[src/hw/rtl/rotation_matrix_to_quaternion_core_assert.svh]
// ---------------------------------------------------------------------------
// Assertion macros for the rotation matrix to quaternion core
// Clocked on aclk; the reset-qualified form is disabled while aresetn is low.
// ---------------------------------------------------------------------------
`ifndef ROTATION_MATRIX_TO_QUATERNION_CORE_ASSERT_SVH
`define ROTATION_MATRIX_TO_QUATERNION_CORE_ASSERT_SVH
`ifndef SYNTH
`define RMQ_ASSERT(label, prop, msg) \
    label: assert property (@(posedge aclk) disable iff (!aresetn) prop) else $error(msg);
`define RMQ_ASSERT_RST(label, prop, msg) \
    label: assert property (@(posedge aclk) prop) else $error(msg);
`else
`define RMQ_ASSERT(label, prop, msg)
`define RMQ_ASSERT_RST(label, prop, msg)
`endif
`endif

[src/hw/rtl/rmq_pkg.sv]
// ---------------------------------------------------------------------------
// rmq_pkg
// Widths, constants and types shared by the quaternion conversion pipeline.
// ---------------------------------------------------------------------------
`default_nettype none
package rmq_pkg;

    localparam int DATA_W    = 16;
    localparam int FRAC_W    = 14;
    localparam int CFG_W     = DATA_W - 1;
    localparam int SUM_W     = DATA_W + 2;          // 1 +/- three entries, signed
    localparam int S_W       = DATA_W + 1;          // clamped diagonal sum, unsigned
    localparam int OFF_W     = DATA_W + 1;          // sum/difference of two entries
    localparam int ROOT_W    = (S_W + FRAC_W + 1) / 2;
    localparam int RAD_W     = 2 * ROOT_W;
    localparam int REM_W     = ROOT_W + 3;
    localparam int NUM_W     = S_W + 1;
    localparam int DEN_W     = ROOT_W + 1;
    localparam int QUO_W     = FRAC_W + 1;
    localparam int DIVD_W    = DEN_W + QUO_W;
    localparam int SQ_LAT    = ROOT_W;
    localparam int DIV_LAT   = QUO_W + 1;
    localparam int PIPE_LAT  = 1 + SQ_LAT + 1 + DIV_LAT;

    localparam logic [CFG_W-1:0] ONE_FX     = CFG_W'(1 << FRAC_W);
    localparam logic [CFG_W-1:0] FLOOR_RST  = CFG_W'(((1 << FRAC_W) + 5) / 10);

    typedef logic [1:0] lane_t;
    localparam lane_t LANE_R = 2'd0;
    localparam lane_t LANE_I = 2'd1;
    localparam lane_t LANE_J = 2'd2;
    localparam lane_t LANE_K = 2'd3;

    typedef struct packed {
        logic [3:0][S_W-1:0]          s;      // clamped diagonal sums
        logic signed [OFF_W-1:0]      a;      // m21 - m12
        logic signed [OFF_W-1:0]      b;      // m02 - m20
        logic signed [OFF_W-1:0]      c;      // m10 - m01
        logic signed [OFF_W-1:0]      d;      // m10 + m01
        logic signed [OFF_W-1:0]      e;      // m02 + m20
        logic signed [OFF_W-1:0]      f;      // m12 + m21
    } side_t;

    typedef struct packed {
        logic                 ovf;
        logic                 neg;
        logic [QUO_W-1:0]     quo;
    } quo_t;

endpackage
`default_nettype wire

[src/hw/rtl/rmq_sqrt.sv]
// ---------------------------------------------------------------------------
// rmq_sqrt
// Pipelined integer square root, one result bit per register stage.
// ---------------------------------------------------------------------------
`default_nettype none
module rmq_sqrt (
    input  wire logic                          aclk,
    input  wire logic                          en,
    input  wire logic [rmq_pkg::RAD_W-1:0]     rad,
    output logic      [rmq_pkg::ROOT_W-1:0]    root
);
    localparam int NST = rmq_pkg::SQ_LAT;
    localparam int RW  = rmq_pkg::RAD_W;
    localparam int MW  = rmq_pkg::REM_W;
    localparam int QW  = rmq_pkg::ROOT_W;

    logic [RW-1:0] rad_reg  [NST];
    logic [MW-1:0] rem_reg  [NST];
    logic [QW-1:0] root_reg [NST];

    genvar k;
    generate
        for (k = 0; k < NST; k++) begin : g_stage
            logic [RW-1:0] rad_in;
            logic [MW-1:0] rem_in;
            logic [QW-1:0] root_in;
            logic [MW-1:0] rem_sh;
            logic [MW-1:0] trial;
            logic [RW-1:0] rad_next;
            logic [MW-1:0] rem_next;
            logic [QW-1:0] root_next;

            if (k == 0) begin : g_first
                assign rad_in  = rad;
                assign rem_in  = '0;
                assign root_in = '0;
            end else begin : g_rest
                assign rad_in  = rad_reg[k-1];
                assign rem_in  = rem_reg[k-1];
                assign root_in = root_reg[k-1];
            end

            always_comb begin
                rem_sh   = {rem_in[MW-3:0], rad_in[RW-1 -: 2]};
                trial    = MW'({root_in, 2'b01});
                rad_next = {rad_in[RW-3:0], 2'b00};
                if (rem_sh >= trial) begin
                    rem_next  = rem_sh - trial;
                    root_next = {root_in[QW-2:0], 1'b1};
                end else begin
                    rem_next  = rem_sh;
                    root_next = {root_in[QW-2:0], 1'b0};
                end
            end

            always_ff @(posedge aclk) begin
                if (en) begin
                    rad_reg[k]  <= rad_next;
                    rem_reg[k]  <= rem_next;
                    root_reg[k] <= root_next;
                end
            end
        end
    endgenerate

    assign root = root_reg[NST-1];

endmodule
`default_nettype wire

[config.mk]
export PLATFORM = sky130hd
export DESIGN_NAME = rmq_sqrt
export DESIGN_NICKNAME = d
export VERILOG_FILES = /design/src/hw/rtl/rotation_matrix_to_quaternion_core_assert.svh /design/src/hw/rtl/rmq_pkg.sv /design/src/hw/rtl/rmq_sqrt.sv
export SDC_FILE = /design/constraint.sdc
export NUM_CORES = 1
export LEC_CHECK = 0
export ABC_AREA = 1
export BUFFER_PORTS_ARGS = -buffer_cell sky130_fd_sc_hd__buf_2
export CAP_MARGIN = 0
export CORE_ASPECT_RATIO = 1.1
export CORE_UTILIZATION = 50
export DETAILED_ROUTE_END_ITERATION = 12
export PLACE_DENSITY = 0.66
export SYNTH_ARGS = -nofsm -noshare
export SYNTH_HDL_FRONTEND = slang
export SYNTH_SLANG_ARGS = --single-unit
[constraint.sdc]
create_clock -name aclk -period 3 [get_ports aclk]
set_clock_uncertainty 0.05 [all_clocks]
set_input_delay 0.3 -clock aclk [delete_from_list [all_inputs] [get_ports aclk]]
set_output_delay 0.3 -clock aclk [all_outputs]
set_load 0.01 [all_outputs]
# [Yosys cells after proc, flatten, opt, wreduce, memory -nomap -nowiden]
# Memories as Yosys holds them, arrays and structs flattened.
# Cells that the tools add are included.
[classes] mux=34 n_mul=0 magnitude_cmp=16 addsub=16 n_div=0 n_eq_ne=0 shifts=0 n_reduce_logical=0 bitwise_logic=0
[ops] operator="19-bit two-way mux" n=16
[ops] operator="19-bit by 18-bit >= comparator with 1-bit output" n=15
[ops] operator="19-bit by 18-bit subtractor with 19-bit output" n=15
[ops] operator="1-bit two-way mux" n=18
[ops] operator="2-bit by 1-bit subtractor with 3-bit output, second input constant" n=1
[ops] operator="2-bit by 1-bit >= comparator with 1-bit output, second input constant" n=1
[word_totals] latchBits=0 mem_count=3 romBits=0 output_inout_bits=16 mem_bits_rw=1040 regBits=0
[memory_table] name="rad_reg" words=16 width=30 read_ports=15 rd_ports_with_merged_regs=0 wr=16 line="rmq_sqrt.sv:17" text="logic [RW-1:0] rad_reg [NST];"
[memory_table] name="rem_reg" words=16 width=19 read_ports=15 rd_ports_with_merged_regs=0 wr=16 line="rmq_sqrt.sv:18" text="logic [MW-1:0] rem_reg [NST];"
[memory_table] name="root_reg" words=16 width=16 read_ports=16 rd_ports_with_merged_regs=0 wr=16 line="rmq_sqrt.sv:19" text="logic [QW-1:0] root_reg [NST];"

# [Depth between registers and ports, before layout]
# Gate-level depths: netlist of run 1.
# An unclocked memory read counts as a cell.
[logic_depth] word_depth=3 mapped_depth=14 depth_no_buf=14

# [Worst setup path after synthesis of run 1]
# OpenSTA, ideal clock, no wires.
[synth_timing] path_type="flip-flop to flip-flop" start="memory rem_reg[0][40] (netlist name)" end="memory rem_reg[0][63] (netlist name), data pin" path_stages_with_launch=10 setup_time_ns=0.253 synth_period_minus_slack_ns=1.929 path_slack_ns=1.071 t_arrival_ns=1.626 path_buffers=1 cell_sequence="edfxtp_1 ha_1 a21o_1 nor2_4 nand2_1 a21oi_1 nand2_1 buf_6 nand3_1 nand2_1"
[synth_lines] element="start: declaration" line="rmq_sqrt.sv:18"

==> results.sh, run 1 <==
export IMPL_status="finished clean"
export IMPL_max_slew_margin_pct=40.0
export IMPL_dr_pass1_iters=5
export IMPL_antenna_found_initial=0
export IMPL_nFillCells=5673
export IMPL_ff2ff_path_depth=9
export IMPL_rows=97
export IMPL_drv_cap=0
export IMPL_grt_pass1_vias=21100
export IMPL_synth_cells=3402
export IMPL_drive_above_1_share_pct=8.08
export IMPL_tightest_slew_ps=899
export IMPL_crit_type="reg -> reg"
export IMPL_fin_crit_sh_pct=88.4
export IMPL_synthToLayoutAreaGrowth_pct=12.4
export IMPL_start_kind="flip-flop"
export IMPL_numCtsBuffers=67
export IMPL_cts_tree="done"
export IMPL_post_drt_wl_per_cell_um=14.8
export IMPL_utilization_pct=56.7
export IMPL_fin_crit_ps=2650
export IMPL_cts_root_buffer="clkbuf_16"
export IMPL_dpl_hpwl_um=49400
export IMPL_cts_num_sinks=613
export IMPL_grt_use_total_pct=20.5
export IMPL_crit_fanout=19
export IMPL_stdcell_area_um2=36100
export IMPL_synth_flop_cell="edfxtp_1"
export IMPL_grt_max_degree=76
export IMPL_reg2reg_from="rem_reg[1][96]"
export IMPL_synth_avg_cell_area_um2=9.44
export IMPL_die_h_um=268
export IMPL_fin_hold_ws_ps=169
export IMPL_finalWirelength_um=65900
export IMPL_num_vias=22100
export IMPL_placed_area_um2=33500
export IMPL_timing_rr_end="rem_reg[1][125]"
export IMPL_rsz0062_at_grt="false"
export IMPL_end_kind="flip-flop"
export IMPL_dieArea_um2=65300
export IMPL_coreArea_um2=63600
export IMPL_grt_ovfl_total=0
export IMPL_drt_iter0_markers=1355
export IMPL_tns_ps=0
export IMPL_maxSlewViolCount=0
export IMPL_port_buffers=49
export IMPL_yosysUniqueCellTypes=47
export IMPL_hold_start="en"
export IMPL_cp_required_ps=3330
export IMPL_clk_path_buf_depth=3
export IMPL_finalSetupViolations=0
export IMPL_hold_violations=0
export IMPL_io_pins=50
export IMPL_insertion_delay_ps=620
export IMPL_p_leak_nw=16.5
export IMPL_whs_endpoint="rad_reg[0][0]"
export IMPL_drc=0
export IMPL_yosysWarnings=0
export IMPL_vias_per_cell=4.97
export IMPL_synth_edf_count=613
export IMPL_hold_path_cell_count=1
export IMPL_rrSetupSlack_ps=350
export IMPL_layout_nets=3733
export IMPL_post_cts_buffers=0
export IMPL_max_freq_mhz=377
export IMPL_synthArstFlopShare_pct=0
export IMPL_worst_hold_path_type="in -> reg"
export IMPL_largest_register_ffs=240
export IMPL_die_width_um=244
export IMPL_synth_area_um2=32100
export IMPL_cts_htree_levels=3
export IMPL_diodes=0
export IMPL_ys_seq_area_share_pct=57.3
export IMPL_ys_ff_latch=613
export IMPL_gp_congestion=0.913
export IMPL_start_util_pct=50.5
export IMPL_arrival_ps=2980
export IMPL_clkTransAtPathRegs_ps=60
export IMPL_synth_net_count=3588
export IMPL_drtAntennaViolNets=0
export IMPL_power_density_nw_per_um2=654
export IMPL_ir_drop_uv=553
export IMPL_grt_pass1_wl_um=106000
export IMPL_cts_resized_gates=0
==> metal layers <==
metal	GRT usage, %	wire (µm)	vias to the layer above
li1	-	-	11400
met4	7.47	1810	0
met5	0	0	-
met2	37.9	34100	409
met3	2.62	2360	111
met1	24.4	27600	10100
==> how the worst max path moves through the flow <==
stage,cells after the start,startpoint,end,slack (ps)
2_1_floorplan,9,rem_reg[0][40],rem_reg[0][63],1070
5_1_grt,9,rem_reg[1][105],rem_reg[1][115],120
3_3_place_gp,9,rem_reg[1][107],rem_reg[1][115],430
3_5_place_dp,9,rem_reg[1][98],rem_reg[1][125],410
6_report,9,rem_reg[1][96],rem_reg[1][125],350
4_1_cts,9,rem_reg[1][96],rem_reg[1][125],380
==> cell usage after synthesis (2+ instances only) <==
cell	n	area, µm²
a21oi_2	2	17.5
xor2_1	54	473
nand3_4	5	87.6
nor3_4	2	32.5
nand3_1	170	851
buf_2	14	70.1
buf_4	2	15.0
nor3_1	42	210
nand4_1	78	488
xnor2_1	30	263
a21boi_0	2	15.0
nor3_2	7	70.1
or2_2	11	68.8
and2_1	5	31.3
buf_6	12	135
nor2_2	13	81.3
nand3_2	5	50.1
inv_1	595	2230
o21ai_0	61	305
nand2_1	1077	4040
nand2_4	3	33.8
a21oi_1	123	616
o21bai_1	6	45.0
ha_1	152	1900
nor2_4	10	113
and3_1	2	12.5
o21ai_1	17	85.1
nand3b_1	26	195
nor2_1	197	739
inv_2	17	63.8
nand2_2	32	200
o21a_1	3	22.5
edfxtp_1	613	18400
==> layout make-up <==
class                   count  area (µm²)  share of cell area (%)
multi-input cells        2147       11200                    30.9
repair buffers            106         903                    2.50
clock buffers              75        1730                    4.79
inverters                 612        2300                    6.37
flip-flops and latches    613       18400                    51.0
well taps                 841        1050                    2.92
clock inverters            48         544                    1.51
==> cell families (layout without fill, tap and decap cells) <==
kind of cell,count (synthesis),count (layout),share of synthesized area (%)
buf+inv,642,841,7.95
simple gates,1689,1689,22.9
xor+xnor,84,84,2.29
other cells,1,1,0.0117
fa+ha+maj,152,152,5.92
flops,613,613,57.3
compound gates,221,221,3.65
==> stage by stage <==
| stage | std cells | setup WS (ps) | power, mW |
|---|---|---|---|
| global route | 4442 | 120 | 24.9 |
| global placement | 4286 | 431 | 15.3 |
| CTS | 4442 | 379 | 23.9 |
| detailed placement | 4286 | 414 | 15.4 |
| floorplan | 3402 | 1070 | 14.1 |
| finish | 4442 | 349 | 23.6 |
==> where the power goes <==
part	switching [mW]	internal, mW
Clock	3.46	4.93
Combinational	2.71	1.48
Sequential	0.518	10.5
Total	6.70	16.9
==> layout by cell type, fill, tap and decap left out, drive strengths merged, types with 30 or more instances in the layout <==
cell type and n:
nand2 1112, inv 618, edfxtp 613, nor2 220, nand3 180, ha 152, a21oi 125, nand4 79
o21ai 78, clkbuf 75, buf 73, xor2 54, nor3 51, dlygate4sd3 33, clkinv 31, xnor2 30
==> critical path, cell delays in order (launching register included) <==
cell and delay [ps]:
edfxtp_1 410, ha_1 410, nand2_1 110, nor2_1 60
nand2_1 70, o21ai_1 80, nor2_2 690, nand2_4 300
nand3_1 160, nand2_1 60
==> timing repair <==
action,in CTS,in global routing
hold buffers,33,0
endpoints found under the setup margin,0,0
hold endpoints to repair,33,0
Power figures use the tool's default switching activity.
==> inputs of run 2 (changes only) <==
==> constraint.sdc (replaced) <==
create_clock -name aclk -period 2.7 [get_ports aclk]
set_clock_uncertainty 0.05 [all_clocks]
set_input_delay 0.27 -clock aclk [delete_from_list [all_inputs] [get_ports aclk]]
set_output_delay 0.27 -clock aclk [all_outputs]
set_load 0.01 [all_outputs]
==> results.sh, run 2 (synthesis results as in run 1) <==
export IMPL_rows=97
export IMPL_end_kind="flip-flop"
export IMPL_drc=2
export IMPL_crit_type="reg -> reg"
export IMPL_max_freq_mhz=406
export IMPL_fin_cells=4455
export IMPL_finalSetupViolations=0
export IMPL_hold_violations=0
export IMPL_vias_per_cell=4.94
export IMPL_arrival_ps=2770
export IMPL_grt_pass1_vias=21500
export IMPL_crit_fanout=19
export IMPL_rsz0062_at_grt="false"
export IMPL_ir_drop_uv=510
export IMPL_tns_ps=0
export IMPL_grt_max_degree=97
export IMPL_coreArea_um2=63600
export IMPL_die_h_um=268
export IMPL_dpl_hpwl_um=49200
export IMPL_tightest_slew_ps=524
export IMPL_failed_checks="design-rule violations"
export IMPL_dieArea_um2=65300
export IMPL_dr_pass1_iters=12
export IMPL_cts_tree="done"
export IMPL_power_density_nw_per_um2=731
export IMPL_fin_crit_sh_pct=91.1
export IMPL_cts_num_sinks=613
export IMPL_cts_root_buffer="clkbuf_16"
export IMPL_multi_input_area_um2=11200
export IMPL_mostFrequentLayoutCells="nand2_1, edfxtp_1, inv_1"
export IMPL_antenna_found_initial=0
export IMPL_maxSlewViolCount=0
export IMPL_num_vias=22000
export IMPL_port_buffers=49
export IMPL_seq_area_um2=18400
export IMPL_start_kind="flip-flop"
export IMPL_largest_register_ffs=240
export IMPL_fin_crit_ps=2460
export IMPL_max_slew_margin_pct=64.7
export IMPL_cts_htree_levels=3
export IMPL_worst_hold_path_type="in -> reg"
export IMPL_dp_cells=4300
export IMPL_start_util_pct=50.5
export IMPL_drive_above_1_share_pct=8.38
export IMPL_io_pins=50
export IMPL_drv_cap=0
export IMPL_die_width_um=244
export IMPL_status="complete, but fails checks"
export IMPL_drt_iter0_markers=1264
export IMPL_grt_use_total_pct=20.4
export IMPL_layout_nets=3747
export IMPL_cp_required_ps=3010
export IMPL_numCtsBuffers=66
export IMPL_synthToLayoutAreaGrowth_pct=13.0
export IMPL_insertion_delay_ps=610
export IMPL_clk_path_buf_depth=3
export IMPL_diodes=0
export IMPL_post_drt_wl_per_cell_um=14.6
export IMPL_gp_congestion=0.902
export IMPL_finalWirelength_um=65200
export IMPL_grt_ovfl_total=0
export IMPL_clkTransAtPathRegs_ps=60
export IMPL_grt_pass1_wl_um=106000
export IMPL_nFillCells=5620
export IMPL_p_leak_nw=16.6
export IMPL_drtAntennaViolNets=0
export IMPL_final_common_cell="nand2_1"
run 2: cell count changes in the layout (fill, tap and decap cells not counted), moves of 2 or more:
cell	before	now
bufinv_16	8	12
clkinv_4	4	2
inv_16	2	0
clkinv_2	15	10
buf_4	13	27
run 2: worst max-delay path: stages (launching register included):
cell and delay (ps):
edfxtp_1 410, ha_1 400, nand2_1 170, inv_2 50
nand2_2 70, nor2_1 50, nand2_1 100, nand3_2 120
nand2_2 340, nand2_4 240, nand3_1 130, nand2_1 50
run 2: layer usage:
metal  wire length [µm]  part of all wire [%]  GRT usage, %  vias to the layer above
met5                  0                     0             0                        -
met1              27800                    43          24.3                    10100
met2              33400                    51          37.1                      370
met3               2020                   3.1          2.63                      118
met4               2000                   3.1          8.23                        0
li1                   -                     -             -                    11400
run 2: final timing paths:
kind | start | end | slack (ps) | depth (start not counted)
min reg2reg | rad_reg[1][51] | rad_reg[1][83] | 350 | 0
min | rad[1] | rad_reg[0][1] | 320 | 2
max | rem_reg[1][103] | rem_reg[1][124] | 240 | 11
max reg2reg | rem_reg[1][103] | rem_reg[1][124] | 240 | 11
run 2: where the power goes:
part / internal (mW) / switching, mW
clock: 5.78 / 3.81
combinational: 1.66 / 3.03
sequential: 11.7 / 0.572
total: 19.1 / 7.41
run 2: area by class of cell:
class | instances | share of cell area [%]
clock buffers | 73 | 4.68
clock inverters | 48 | 1.79
inverters | 612 | 6.33
multi-input cells | 2147 | 30.8
flip-flops and latches | 613 | 50.7
well taps | 841 | 2.90
repair buffers | 121 | 2.81
run 2: what timing repair did:
item,in CTS,in global routing
resized for setup,0,1
endpoints found under the setup margin,0,17
hold endpoints to repair,69,0
setup buffers,0,0
hold buffers,34,0
run 2: metrics by stage:
step | power (mW) | instance area [µm²] | utilization (%) | setup slack (ps) | hold slack, ps
floorplan | 15.6 | 32100 | - | 771 | 319
global placement | 17.0 | 33600 | 52.8 | 112 | 351
detailed placement | 17.1 | 33600 | 52.8 | 78.0 | 355
CTS | 26.8 | 36300 | 57.0 | 69.6 | 274
global route | 27.9 | 36300 | 57.1 | 30.0 | 302
finish | 26.5 | 36300 | 57.1 | 240 | 316
