$ cat config.mk
export PLATFORM = sky130hd
export DESIGN_NAME = rmq_div
export DESIGN_NICKNAME = d
export VERILOG_FILES = /design/src/hw/rtl/rotation_matrix_to_quaternion_core_assert.svh /design/src/hw/rtl/rmq_pkg.sv /design/src/hw/rtl/rmq_div.sv
export SDC_FILE = /design/constraint.sdc
export NUM_CORES = 1
export LEC_CHECK = 0
export BUFFER_PORTS_ARGS = -buffer_cell sky130_fd_sc_hd__clkbuf_2
export CORE_ASPECT_RATIO = 0.75
export CORE_MARGIN = 5
export CORE_UTILIZATION = 35
export CTS_CLUSTER_DIAMETER = 150
export DETAILED_ROUTE_END_ITERATION = 16
export PLACE_DENSITY = 0.59
export SYNTH_ARGS = -nofsm -noshare
export SYNTH_HDL_FRONTEND = slang
export SYNTH_SLANG_ARGS = --single-unit
export TNS_END_PERCENT = 100
$ cat constraint.sdc
create_clock -name aclk -period 6.6 [get_ports aclk]
set_input_delay 1.98 -clock aclk [delete_from_list [all_inputs] [get_ports aclk]]
set_output_delay 1.98 -clock aclk [all_outputs]
set_load 0.01 [all_outputs]
$ cat src/hw/rtl/rotation_matrix_to_quaternion_core_assert.svh
// ---------------------------------------------------------------------------
// Assertion macros for the rotation matrix to quaternion core
// Clocked on aclk; the reset-qualified form is disabled while aresetn is low.
// ---------------------------------------------------------------------------
`ifndef ROTATION_MATRIX_TO_QUATERNION_CORE_ASSERT_SVH
`define ROTATION_MATRIX_TO_QUATERNION_CORE_ASSERT_SVH
`ifndef SYNTH
`define RMQ_ASSERT(label, prop, msg) \
    label: assert property (@(posedge aclk) disable iff (!aresetn) prop) else $error(msg);
`define RMQ_ASSERT_RST(label, prop, msg) \
    label: assert property (@(posedge aclk) prop) else $error(msg);
`else
`define RMQ_ASSERT(label, prop, msg)
`define RMQ_ASSERT_RST(label, prop, msg)
`endif
`endif

$ cat src/hw/rtl/rmq_pkg.sv
// ---------------------------------------------------------------------------
// rmq_pkg
// Widths, constants and types shared by the quaternion conversion pipeline.
// ---------------------------------------------------------------------------
`default_nettype none
package rmq_pkg;

    localparam int DATA_W    = 16;
    localparam int FRAC_W    = 14;
    localparam int CFG_W     = DATA_W - 1;
    localparam int SUM_W     = DATA_W + 2;          // 1 +/- three entries, signed
    localparam int S_W       = DATA_W + 1;          // clamped diagonal sum, unsigned
    localparam int OFF_W     = DATA_W + 1;          // sum/difference of two entries
    localparam int ROOT_W    = (S_W + FRAC_W + 1) / 2;
    localparam int RAD_W     = 2 * ROOT_W;
    localparam int REM_W     = ROOT_W + 3;
    localparam int NUM_W     = S_W + 1;
    localparam int DEN_W     = ROOT_W + 1;
    localparam int QUO_W     = FRAC_W + 1;
    localparam int DIVD_W    = DEN_W + QUO_W;
    localparam int SQ_LAT    = ROOT_W;
    localparam int DIV_LAT   = QUO_W + 1;
    localparam int PIPE_LAT  = 1 + SQ_LAT + 1 + DIV_LAT;

    localparam logic [CFG_W-1:0] ONE_FX     = CFG_W'(1 << FRAC_W);
    localparam logic [CFG_W-1:0] FLOOR_RST  = CFG_W'(((1 << FRAC_W) + 5) / 10);

    typedef logic [1:0] lane_t;
    localparam lane_t LANE_R = 2'd0;
    localparam lane_t LANE_I = 2'd1;
    localparam lane_t LANE_J = 2'd2;
    localparam lane_t LANE_K = 2'd3;

    typedef struct packed {
        logic [3:0][S_W-1:0]          s;      // clamped diagonal sums
        logic signed [OFF_W-1:0]      a;      // m21 - m12
        logic signed [OFF_W-1:0]      b;      // m02 - m20
        logic signed [OFF_W-1:0]      c;      // m10 - m01
        logic signed [OFF_W-1:0]      d;      // m10 + m01
        logic signed [OFF_W-1:0]      e;      // m02 + m20
        logic signed [OFF_W-1:0]      f;      // m12 + m21
    } side_t;

    typedef struct packed {
        logic                 ovf;
        logic                 neg;
        logic [QUO_W-1:0]     quo;
    } quo_t;

endpackage
`default_nettype wire

$ cat src/hw/rtl/rmq_div.sv
// ---------------------------------------------------------------------------
// rmq_div
// Pipelined signed fixed-point divide, rounded to nearest, with an overflow
// flag once the quotient magnitude leaves the quotient width.
// ---------------------------------------------------------------------------
`default_nettype none
module rmq_div (
    input  wire logic                                aclk,
    input  wire logic                                en,
    input  wire logic signed [rmq_pkg::NUM_W-1:0]    num,
    input  wire logic        [rmq_pkg::DEN_W-1:0]    den,
    output rmq_pkg::quo_t                            res
);
    localparam int NST = rmq_pkg::QUO_W;
    localparam int XW  = rmq_pkg::DIVD_W;
    localparam int DW  = rmq_pkg::DEN_W;
    localparam int QW  = rmq_pkg::QUO_W;

    logic [XW-1:0] part_reg [NST+1];
    logic [DW-1:0] den_reg  [NST+1];
    logic [QW-1:0] quo_reg  [NST+1];
    logic          ovf_reg  [NST+1];
    logic          neg_reg  [NST+1];

    logic                       neg_c;
    logic [rmq_pkg::NUM_W-1:0]  mag_c;
    logic [XW-1:0]              dvd_c;

    // prepare: magnitude, rounding bias and overflow check
    always_comb begin
        neg_c = num[rmq_pkg::NUM_W-1];
        mag_c = neg_c ? (rmq_pkg::NUM_W)'(-num) : (rmq_pkg::NUM_W)'(num);
        dvd_c = (XW'(mag_c) << rmq_pkg::FRAC_W) + XW'(den >> 1);
    end

    always_ff @(posedge aclk) begin
        if (en) begin
            part_reg[0] <= dvd_c;
            den_reg[0]  <= den;
            quo_reg[0]  <= '0;
            ovf_reg[0]  <= dvd_c >= (XW'(den) << QW);
            neg_reg[0]  <= neg_c;
        end
    end

    genvar k;
    generate
        for (k = 0; k < NST; k++) begin : g_stage
            logic [XW-1:0] sub;
            logic          fit;
            assign sub = XW'(den_reg[k]) << (QW - 1 - k);
            assign fit = part_reg[k] >= sub;

            always_ff @(posedge aclk) begin
                if (en) begin
                    part_reg[k+1] <= fit ? part_reg[k] - sub : part_reg[k];
                    quo_reg[k+1]  <= quo_reg[k] | (QW'(fit) << (QW - 1 - k));
                    den_reg[k+1]  <= den_reg[k];
                    ovf_reg[k+1]  <= ovf_reg[k];
                    neg_reg[k+1]  <= neg_reg[k];
                end
            end
        end
    endgenerate

    assign res.ovf = ovf_reg[NST];
    assign res.neg = neg_reg[NST];
    assign res.quo = quo_reg[NST];

endmodule
`default_nettype wire

### Word-level counts from Yosys, hierarchy flattened

Memories as Yosys holds them, arrays and structs flattened.
Cells that the tools add are included.
Widths: inputs -> output; s select.

* bits in registers: 0
* word-level logic and storage cells: 71
* memory bits (writable): 1056
* output and inout bits: 17
* memories: 5

* multiplexer cells: 18
* order comparisons: 16
* add/subtract/negate cells: 17
* bitwise gates (word level): 15

Memories
* part_reg: depth 16, width 32, read ports 15, clocked after Yosys merged registers in 0, write ports 16, line rmq_div.sv:19 `logic [XW-1:0] part_reg [NST+1];`
* den_reg: depth 16, width 17, read ports 15, clocked after Yosys merged registers in 0, write ports 16, line rmq_div.sv:20 `logic [DW-1:0] den_reg [NST+1];`
* quo_reg: depth 16, width 15, read ports 16, clocked after Yosys merged registers in 0, write ports 16, line rmq_div.sv:21 `logic [QW-1:0] quo_reg [NST+1];`
* neg_reg: depth 16, width 1, read ports 16, clocked after Yosys merged registers in 0, write ports 16, line rmq_div.sv:23 `logic neg_reg [NST+1];`
* ovf_reg: depth 16, width 1, read ports 16, clocked after Yosys merged registers in 0, write ports 16, line rmq_div.sv:22 `logic ovf_reg [NST+1];`

Operators by type and width (count)
* $mux 32: 15
* $add 32x16->32: 1
* $ge 32x17->1: 1
* $ge 32x18->1: 1
* $ge 32x19->1: 1
* $ge 32x20->1: 1
* $ge 32x21->1: 1
* $ge 32x22->1: 1
* $ge 32x23->1: 1
* $ge 32x24->1: 1
* $ge 32x25->1: 1
* $ge 32x26->1: 1
* $ge 32x27->1: 1
* $ge 32x28->1: 1
* $ge 32x29->1: 1
* $ge 32x30->1: 1
* $ge 32x31->1: 1
* $ge 32x32->1: 1
* $sub 32x17->32: 1
* $sub 32x18->32: 1
* $sub 32x19->32: 1
* $sub 32x20->32: 1
* $sub 32x21->32: 1
* $sub 32x22->32: 1
* 27 further kinds: 28

### Longest topological paths before layout

Gate-level depths: netlist (run 1).

* depth in word-level cells: 4
* mapped depth: 19
* mapped depth without buffers: 18

### Worst setup path before layout (run 1)

OpenSTA, ideal clock, no wires.

* kind: input to register
* start point: input port num[17] in the netlist's numbering
* end point: memory ovf_reg[0][0], data pin
* stages on the path: 17
* arrival: 5379 ps
* path buffers: 3
* path slack: 957 ps
* library setup time: 264 ps
* data required time: 6336 ps
* cell sequence: clkbuf_1 clkbuf_1 clkbuf_1 o21ai_0 ha_1 a21oi_1 nor4_1 nor2b_1 xnor2_1 ha_1 a21o_1 a21o_1 a211o_1 o221ai_1 a21oi_1 o31ai_1 a21oi_1

RTL lines
* from (decl): line rmq_div.sv:10 `input wire logic signed [rmq_pkg::NUM_W-1:0] num,`
* to (decl): line rmq_div.sv:22

==> flow_metrics.tcl, run 1 <==
set metrics [dict create \
    status "completed" \
    cts_buffers 78 \
    fin_ws_ns 1.51 \
    crit_type "in -> reg" \
    async_reset_ff_share_pct 0 \
    cts.repair.resized 0 \
    worst_slew_pin_slew_ns 1.28 \
    nNetsFinal 4119 \
    power.switching_mw 6.36 \
    io_pins 54 \
    grt_max_degree 177 \
    vias 27900 \
    combPwrFrac_pct 35.5 \
    ctsLongestPathBuffers 3 \
    antenna_found_initial 0 \
    avgSynthCellArea_um2 11.4 \
    ir_drop_mv 0.221 \
    io_buffers 53 \
    drc 0 \
    htree_levels 3 \
    swShare_pct 33.9 \
    core_region_area_um2 120000 \
    die_area_um2 128000 \
    fin_skew_ns 0.0327 \
    numClockSinks 768 \
    worst-path-max-fanout 27 \
    grt_pass1_vias 26700 \
    synth-seq-cells 768 \
    end_kind "flip-flop" \
    finalMaxSlewViolations 0 \
    routedWlPerCell_um 16.1 \
    dp_hpwl_um 65800 \
    p_leak_nw 18.0 \
    finalPower_mw 18.7 \
    relSlewSlack_pct 14.9 \
    p_per_area_nw_per_um2 398 \
    setup_viol 0 \
    wl_um 88300 \
    power.internal_mw 12.4 \
    cts_hold_buf 0 \
    maxCapViolCount 0 \
    min_period_over_period_pct 77.1 \
    clockRootBuffer "clkbuf_16" \
    cts_setup_buffers 0 \
    drive_above_1_share_pct 7.47 \
    final_hold_viol_count 0 \
    dieHeight_um 311 \
    postSynthNetCount 4048 \
    first_iter_violations 2250 \
    hold_path.class "reg -> reg" \
    synth_area_um2 42300 \
    ys_warn_count 0 \
    syn_inst 3721 \
    grt_pass1_wl_um 143000 \
    vias_per_cell 5.09 \
    route.antenna.remaining_nets 0 \
    syn_to_final_growth_pct 11.4 \
    crit_arrival_ns 5.48 \
    worst_ep_required_time_ns 6.99 \
    largest_reg_flops 361 \
    rsz0062_at_grt "false" \
    final.min_clock_period_ns 5.09 \
    setup-tns-final_ns 0 \
    ys_seq_area_share_pct 54.5 \
    ys.flop_type "edfxtp_1" \
    gp_congestion 0.906 \
    antenna_cells 0 \
    clock_latency_ns 0.65 \
    clk_pin_slew_ns 0.06 \
    synth_cell_types 96 \
    pwr-share-seq_pct 40.4 \
    die_x_um 411 \
    grt_usage_pct 13.6 \
    rows 110 \
    placed_area_um2 44500 \
    dr.pass1.iters 5 \
    cts_tree "done" \
    overflow 0 \
    fmax_mhz 196 \
    final_area_um2 47100 \
    crit_path_start_kind "input port" \
    synth-edff-count 768 \
    pwr-share-clk_pct 24.1 \
    pre_cts_ws_ns 0.875 \
    initial_core_util_pct 35.2 \
]
power groups by stage:
| stage | clock network, mW | registers [mW] | logic [mW] |
|---|---|---|---|
| after floorplan | 0 | 7.38 | 5.12 |
| after global placement | 0 | 7.66 | 6.49 |
| after detailed placement | 0 | 7.66 | 6.58 |
| after CTS | 4.66 | 7.57 | 6.63 |
| after global routing | 4.88 | 7.69 | 7.46 |
| final | 4.52 | 7.57 | 6.65 |
routing by layer:
metal	up-vias	track usage (%)	wire length, µm
met4	0	3.85	2190
li1	13900	-	-
met3	145	2.45	4660
met1	13200	20.0	43200
met2	663	20.8	38300
met5	-	0	0
Yosys cell counts, drive strengths merged, types with 24 or more instances:
| master | n | area [µm²] |
|---|---|---|
| xnor2 | 153 | 1340 |
| buf | 33 | 210 |
| clkbuf | 53 | 200 |
| o21ai | 207 | 1040 |
| xor2 | 153 | 1340 |
| o21a | 36 | 270 |
| inv | 364 | 1370 |
| a211oi | 24 | 180 |
| nand2 | 247 | 927 |
| nor3 | 92 | 482 |
| nand2b | 45 | 282 |
| nor2 | 251 | 942 |
| o31ai | 31 | 233 |
| nor2b | 43 | 277 |
| ha | 275 | 3440 |
| nand3 | 48 | 245 |
| edfxtp | 768 | 23100 |
| or3 | 41 | 257 |
| a21oi | 283 | 1420 |
| a21o | 81 | 608 |
| nor4 | 55 | 359 |
| nand4 | 47 | 294 |
| mux2 | 44 | 495 |
metrics by stage:
step	instances	util, %	hold WS (ns)
finish	5477	39.2	0.410
global route	5477	39.2	0.417
CTS	5477	39.2	0.412
detailed placement	5336	37.1	0.405
global placement	5336	37.1	0.400
floorplan	3721	-	0.400
layout make-up:
class | count | area [µm²]
fillers | 11500 | 72900
multi-input cells | 2503 | 17500
clock buffers | 91 | 2020
repair buffers | 77 | 505
inverters | 364 | 1370
well taps | 1624 | 2030
clock inverters | 50 | 577
flip-flops and latches | 768 | 23100
worst max-delay path, stage by stage:
cell and delay, ns:
clkbuf_2 0.30, o21ai_0 0.34, inv_1 0.10, fa_1 0.43, nor3_1 0.39, nand2b_1 0.16, nor3_1 0.25, xnor2_1 0.18
ha_1 0.28, a21o_1 0.16, a211o_1 0.30, o221ai_1 0.19, a21oi_1 0.10, o31ai_1 0.23, a21oi_1 0.09
worst paths after layout:
path	start	end	slack (ns)	cells past startpoint
worst min-delay path	quo_reg[6][14]	quo_reg[6][29]	0.41	0
worst min register to register	quo_reg[6][14]	quo_reg[6][29]	0.41	0
worst max-delay path	num[17]	ovf_reg[0][0]	1.51	15
worst max register to register	part_reg[6][23]	part_reg[6][58]	2.31	8
logic make-up after synthesis:
group,count (synthesis),synth area share [%]
multiplexers,46,1.22
XOR/XNOR,306,6.34
AO/OA/AOI/OAI,862,12.9
adder cells (fa/ha/maj),290,8.85
AND/OR/NAND/NOR,999,12.0
flip-flops,768,54.5
buffers and inverters,450,4.20
cells in the final DEF (no fill, tap or decap), types with 13 or more instances in the layout:
cell type,Yosys,final
xnor2_1,153,153
nand4_1,47,47
nand2_1,247,247
clkinv_1,0,14
xor2_1,153,153
clkbuf_16,0,79
nor2_1,251,251
o211ai_1,21,21
clkinv_2,0,18
nor3_1,89,87
o21a_1,36,36
clkbuf_2,1,52
and2_1,17,17
or4_1,13,13
o21ai_0,202,201
a31oi_1,21,20
a211oi_1,24,24
inv_1,364,364
nor4_1,54,54
or2_2,15,15
mux2_2,44,44
nor2b_1,42,42
o31ai_1,31,30
and3_1,22,22
a21oi_1,283,283
nand2b_1,45,45
buf_4,18,20
ha_1,275,275
edfxtp_1,768,768
fa_1,15,15
nand3_1,47,47
o21bai_1,15,14
a21o_1,81,81
or3_1,41,41
Power figures use the tool's default switching activity.
==> run 2, diff against run 1 <==
Settings changed: PLACE_DENSITY 0.59 to 0.61.
Clock period 6.6 ns to 4.25 ns, I/O delays scaled along.
==> run 2 against run 1 <==
  * Clock skew is 0.033 ns higher
  * Total power is 55% higher
  * Register-to-register slack got worse by 1.9 ns
  * Sequential share of layout area decreased by 0.61 points
  * Wire length is 1.3% higher
  * Global-route usage is 0.14 points higher
  * Worst setup slack got worse by 1.3 ns
  * Cell area up 1.3%
  * Critical path type unchanged
  * Critical endpoint unchanged
  * Highest routed layer unchanged
==> flow_metrics.tcl, run 2 (synthesis results as in run 1) <==
set metrics [dict create \
    cts_setup_buffers 0 \
    dr.pass1.iters 5 \
    antenna_found_initial 0 \
    vias 28400 \
    route.antenna.remaining_nets 0 \
    ir_drop_mv 0.321 \
    crit_type "in -> reg" \
    clock_latency_ns 0.68 \
    setup_viol 0 \
    reg2reg_depth 12 \
    cp_top_family "compound AO/OA/AOI/OAI gates" \
    worst-path-max-fanout 3 \
    maxCapViolCount 0 \
    nFillCells 11400 \
    io_buffers 53 \
    drive_above_1_share_pct 9.43 \
    vias_per_cell 5.11 \
    finalPower_mw 29.0 \
    fmax_mhz 246 \
    antenna_cells 0 \
    fin_ws_ns 0.191 \
    grt_pass1_wl_um 144000 \
    largest_reg_flops 361 \
    initial_core_util_pct 35.2 \
    min_period_over_period_pct 95.5 \
    finalMaxSlewViolations 0 \
    final_core_util_pct 39.7 \
    rows 110 \
    ctsLongestPathBuffers 3 \
    final_hold_viol_count 0 \
    die_area_um2 128000 \
    first_iter_violations 2416 \
    cts_buffers 75 \
    crit_arrival_ns 4.47 \
    final_area_um2 47700 \
    overflow 0 \
    rsz0062_at_grt "false" \
    htree_levels 3 \
    final.min_clock_period_ns 4.06 \
    fin_skew_ns 0.0652 \
    final-instance-count-excl-fill 5549 \
    nNetsFinal 4192 \
    wl_um 89500 \
    pre_cts_ws_ns -0.578 \
    dp_hpwl_um 66800 \
    dieHeight_um 311 \
    layout_commonest_cell "edfxtp_1" \
    end_kind "flip-flop" \
    clockRootBuffer "clkbuf_16" \
    grt_usage_pct 13.8 \
    cpMaxStageDelayCell "or3b_4" \
    worst_ep_required_time_ns 4.66 \
    io_pins 54 \
    routedWlPerCell_um 16.1 \
    cp_slowest_stage_delay_ns 0.40 \
    status "completed" \
    dp.cells 5412 \
    cp.buffers_inverters 2 \
    p_leak_nw 18.3 \
    placed_area_um2 45200 \
    crit_path_start_kind "input port" \
    worst_slew_pin_slew_ns 1.17 \
    drc 0 \
    grt_max_degree 168 \
    clk_pin_slew_ns 0.06 \
    hold_path.class "reg -> reg" \
    gp_congestion 0.906 \
    cts_tree "done" \
    grt_pass1_vias 27000 \
    numClockSinks 768 \
    min_path_cells 0 \
    final_cell_mix "edfxtp_1, inv_1, a21oi_1" \
    core_region_area_um2 120000 \
    p_per_area_nw_per_um2 608 \
    crit_chain "clkbuf_2 -> inv_1 -> ha_1 -> or3b_4 -> nand2_2 -> xor2_2 -> nor4_4 -> nor2b_4 -> xnor2_1 -> ha_1 -> a21o_1 -> a21o_1 -> a211o_1 -> o221ai_2 -> a21oi_1 -> o31ai_2 -> a21oi_1" \
    die_x_um 411 \
    crit_cells 17 \
    syn_to_final_growth_pct 12.8 \
    relSlewSlack_pct 21.9 \
]
run 2: cell count changes in the layout (fill, tap and decap cells not counted), sizes merged:
cell	previous run	this run
buf	25	101
clkinv	34	29
clkinvlp	1	6
bufinv	11	7
clkbuf	143	144
inv	368	367
run 2: metal layers:
layer | wire [µm] | part of all wire, % | track usage, %
met1 | 43000 | 48 | 19.9
met2 | 39700 | 44 | 21.4
met3 | 4910 | 5.5 | 2.71
met4 | 1890 | 2.1 | 3.34
met5 | 0 | 0 | 0
run 2: worst paths after layout:
path	from	endpoint	slack, ns
min	ovf_reg[1][1]	ovf_reg[1][2]	0.41
max	num[1]	ovf_reg[0][0]	0.19
max reg2reg	den_reg[2][13]	part_reg[1][60]	0.40
min reg2reg	ovf_reg[1][1]	ovf_reg[1][2]	0.41
run 2: through the flow:
stage	hold WS (ns)	TNS (ns)
final	0.411	0
after global routing	0.418	0
after CTS	0.414	0
after detailed placement	0.405	-0.578
after global placement	0.401	-0.589
after floorplan	0.400	-0.139
run 2: what timing repair did:
| item | 4_1_cts | 5_1_grt |
|---|---|---|
| setup endpoints to repair | 0 | 1 |
| hold buffers | 0 | 0 |
| gates resized for setup | 0 | 4 |
run 2: power breakdown:
part	internal (mW)	leakage (nW)	total, mW	switching (mW)
combinational	4.59	9.73	10.5	5.91
clock	3.77	1.19	6.76	2.99
sequential	10.7	7.38	11.7	1.08
run 2: area by class of cell:
class / count / area, µm² / area share (%)
timing repair buffer: 153 / 1150 / 2.41
clock inverter: 45 / 512 / 1.07
sequential: 768 / 23100 / 48.4
multi-input combinational: 2503 / 17600 / 36.9
clock buffer: 92 / 1960 / 4.12
inverter: 364 / 1370 / 2.87
tap: 1624 / 2030 / 4.26
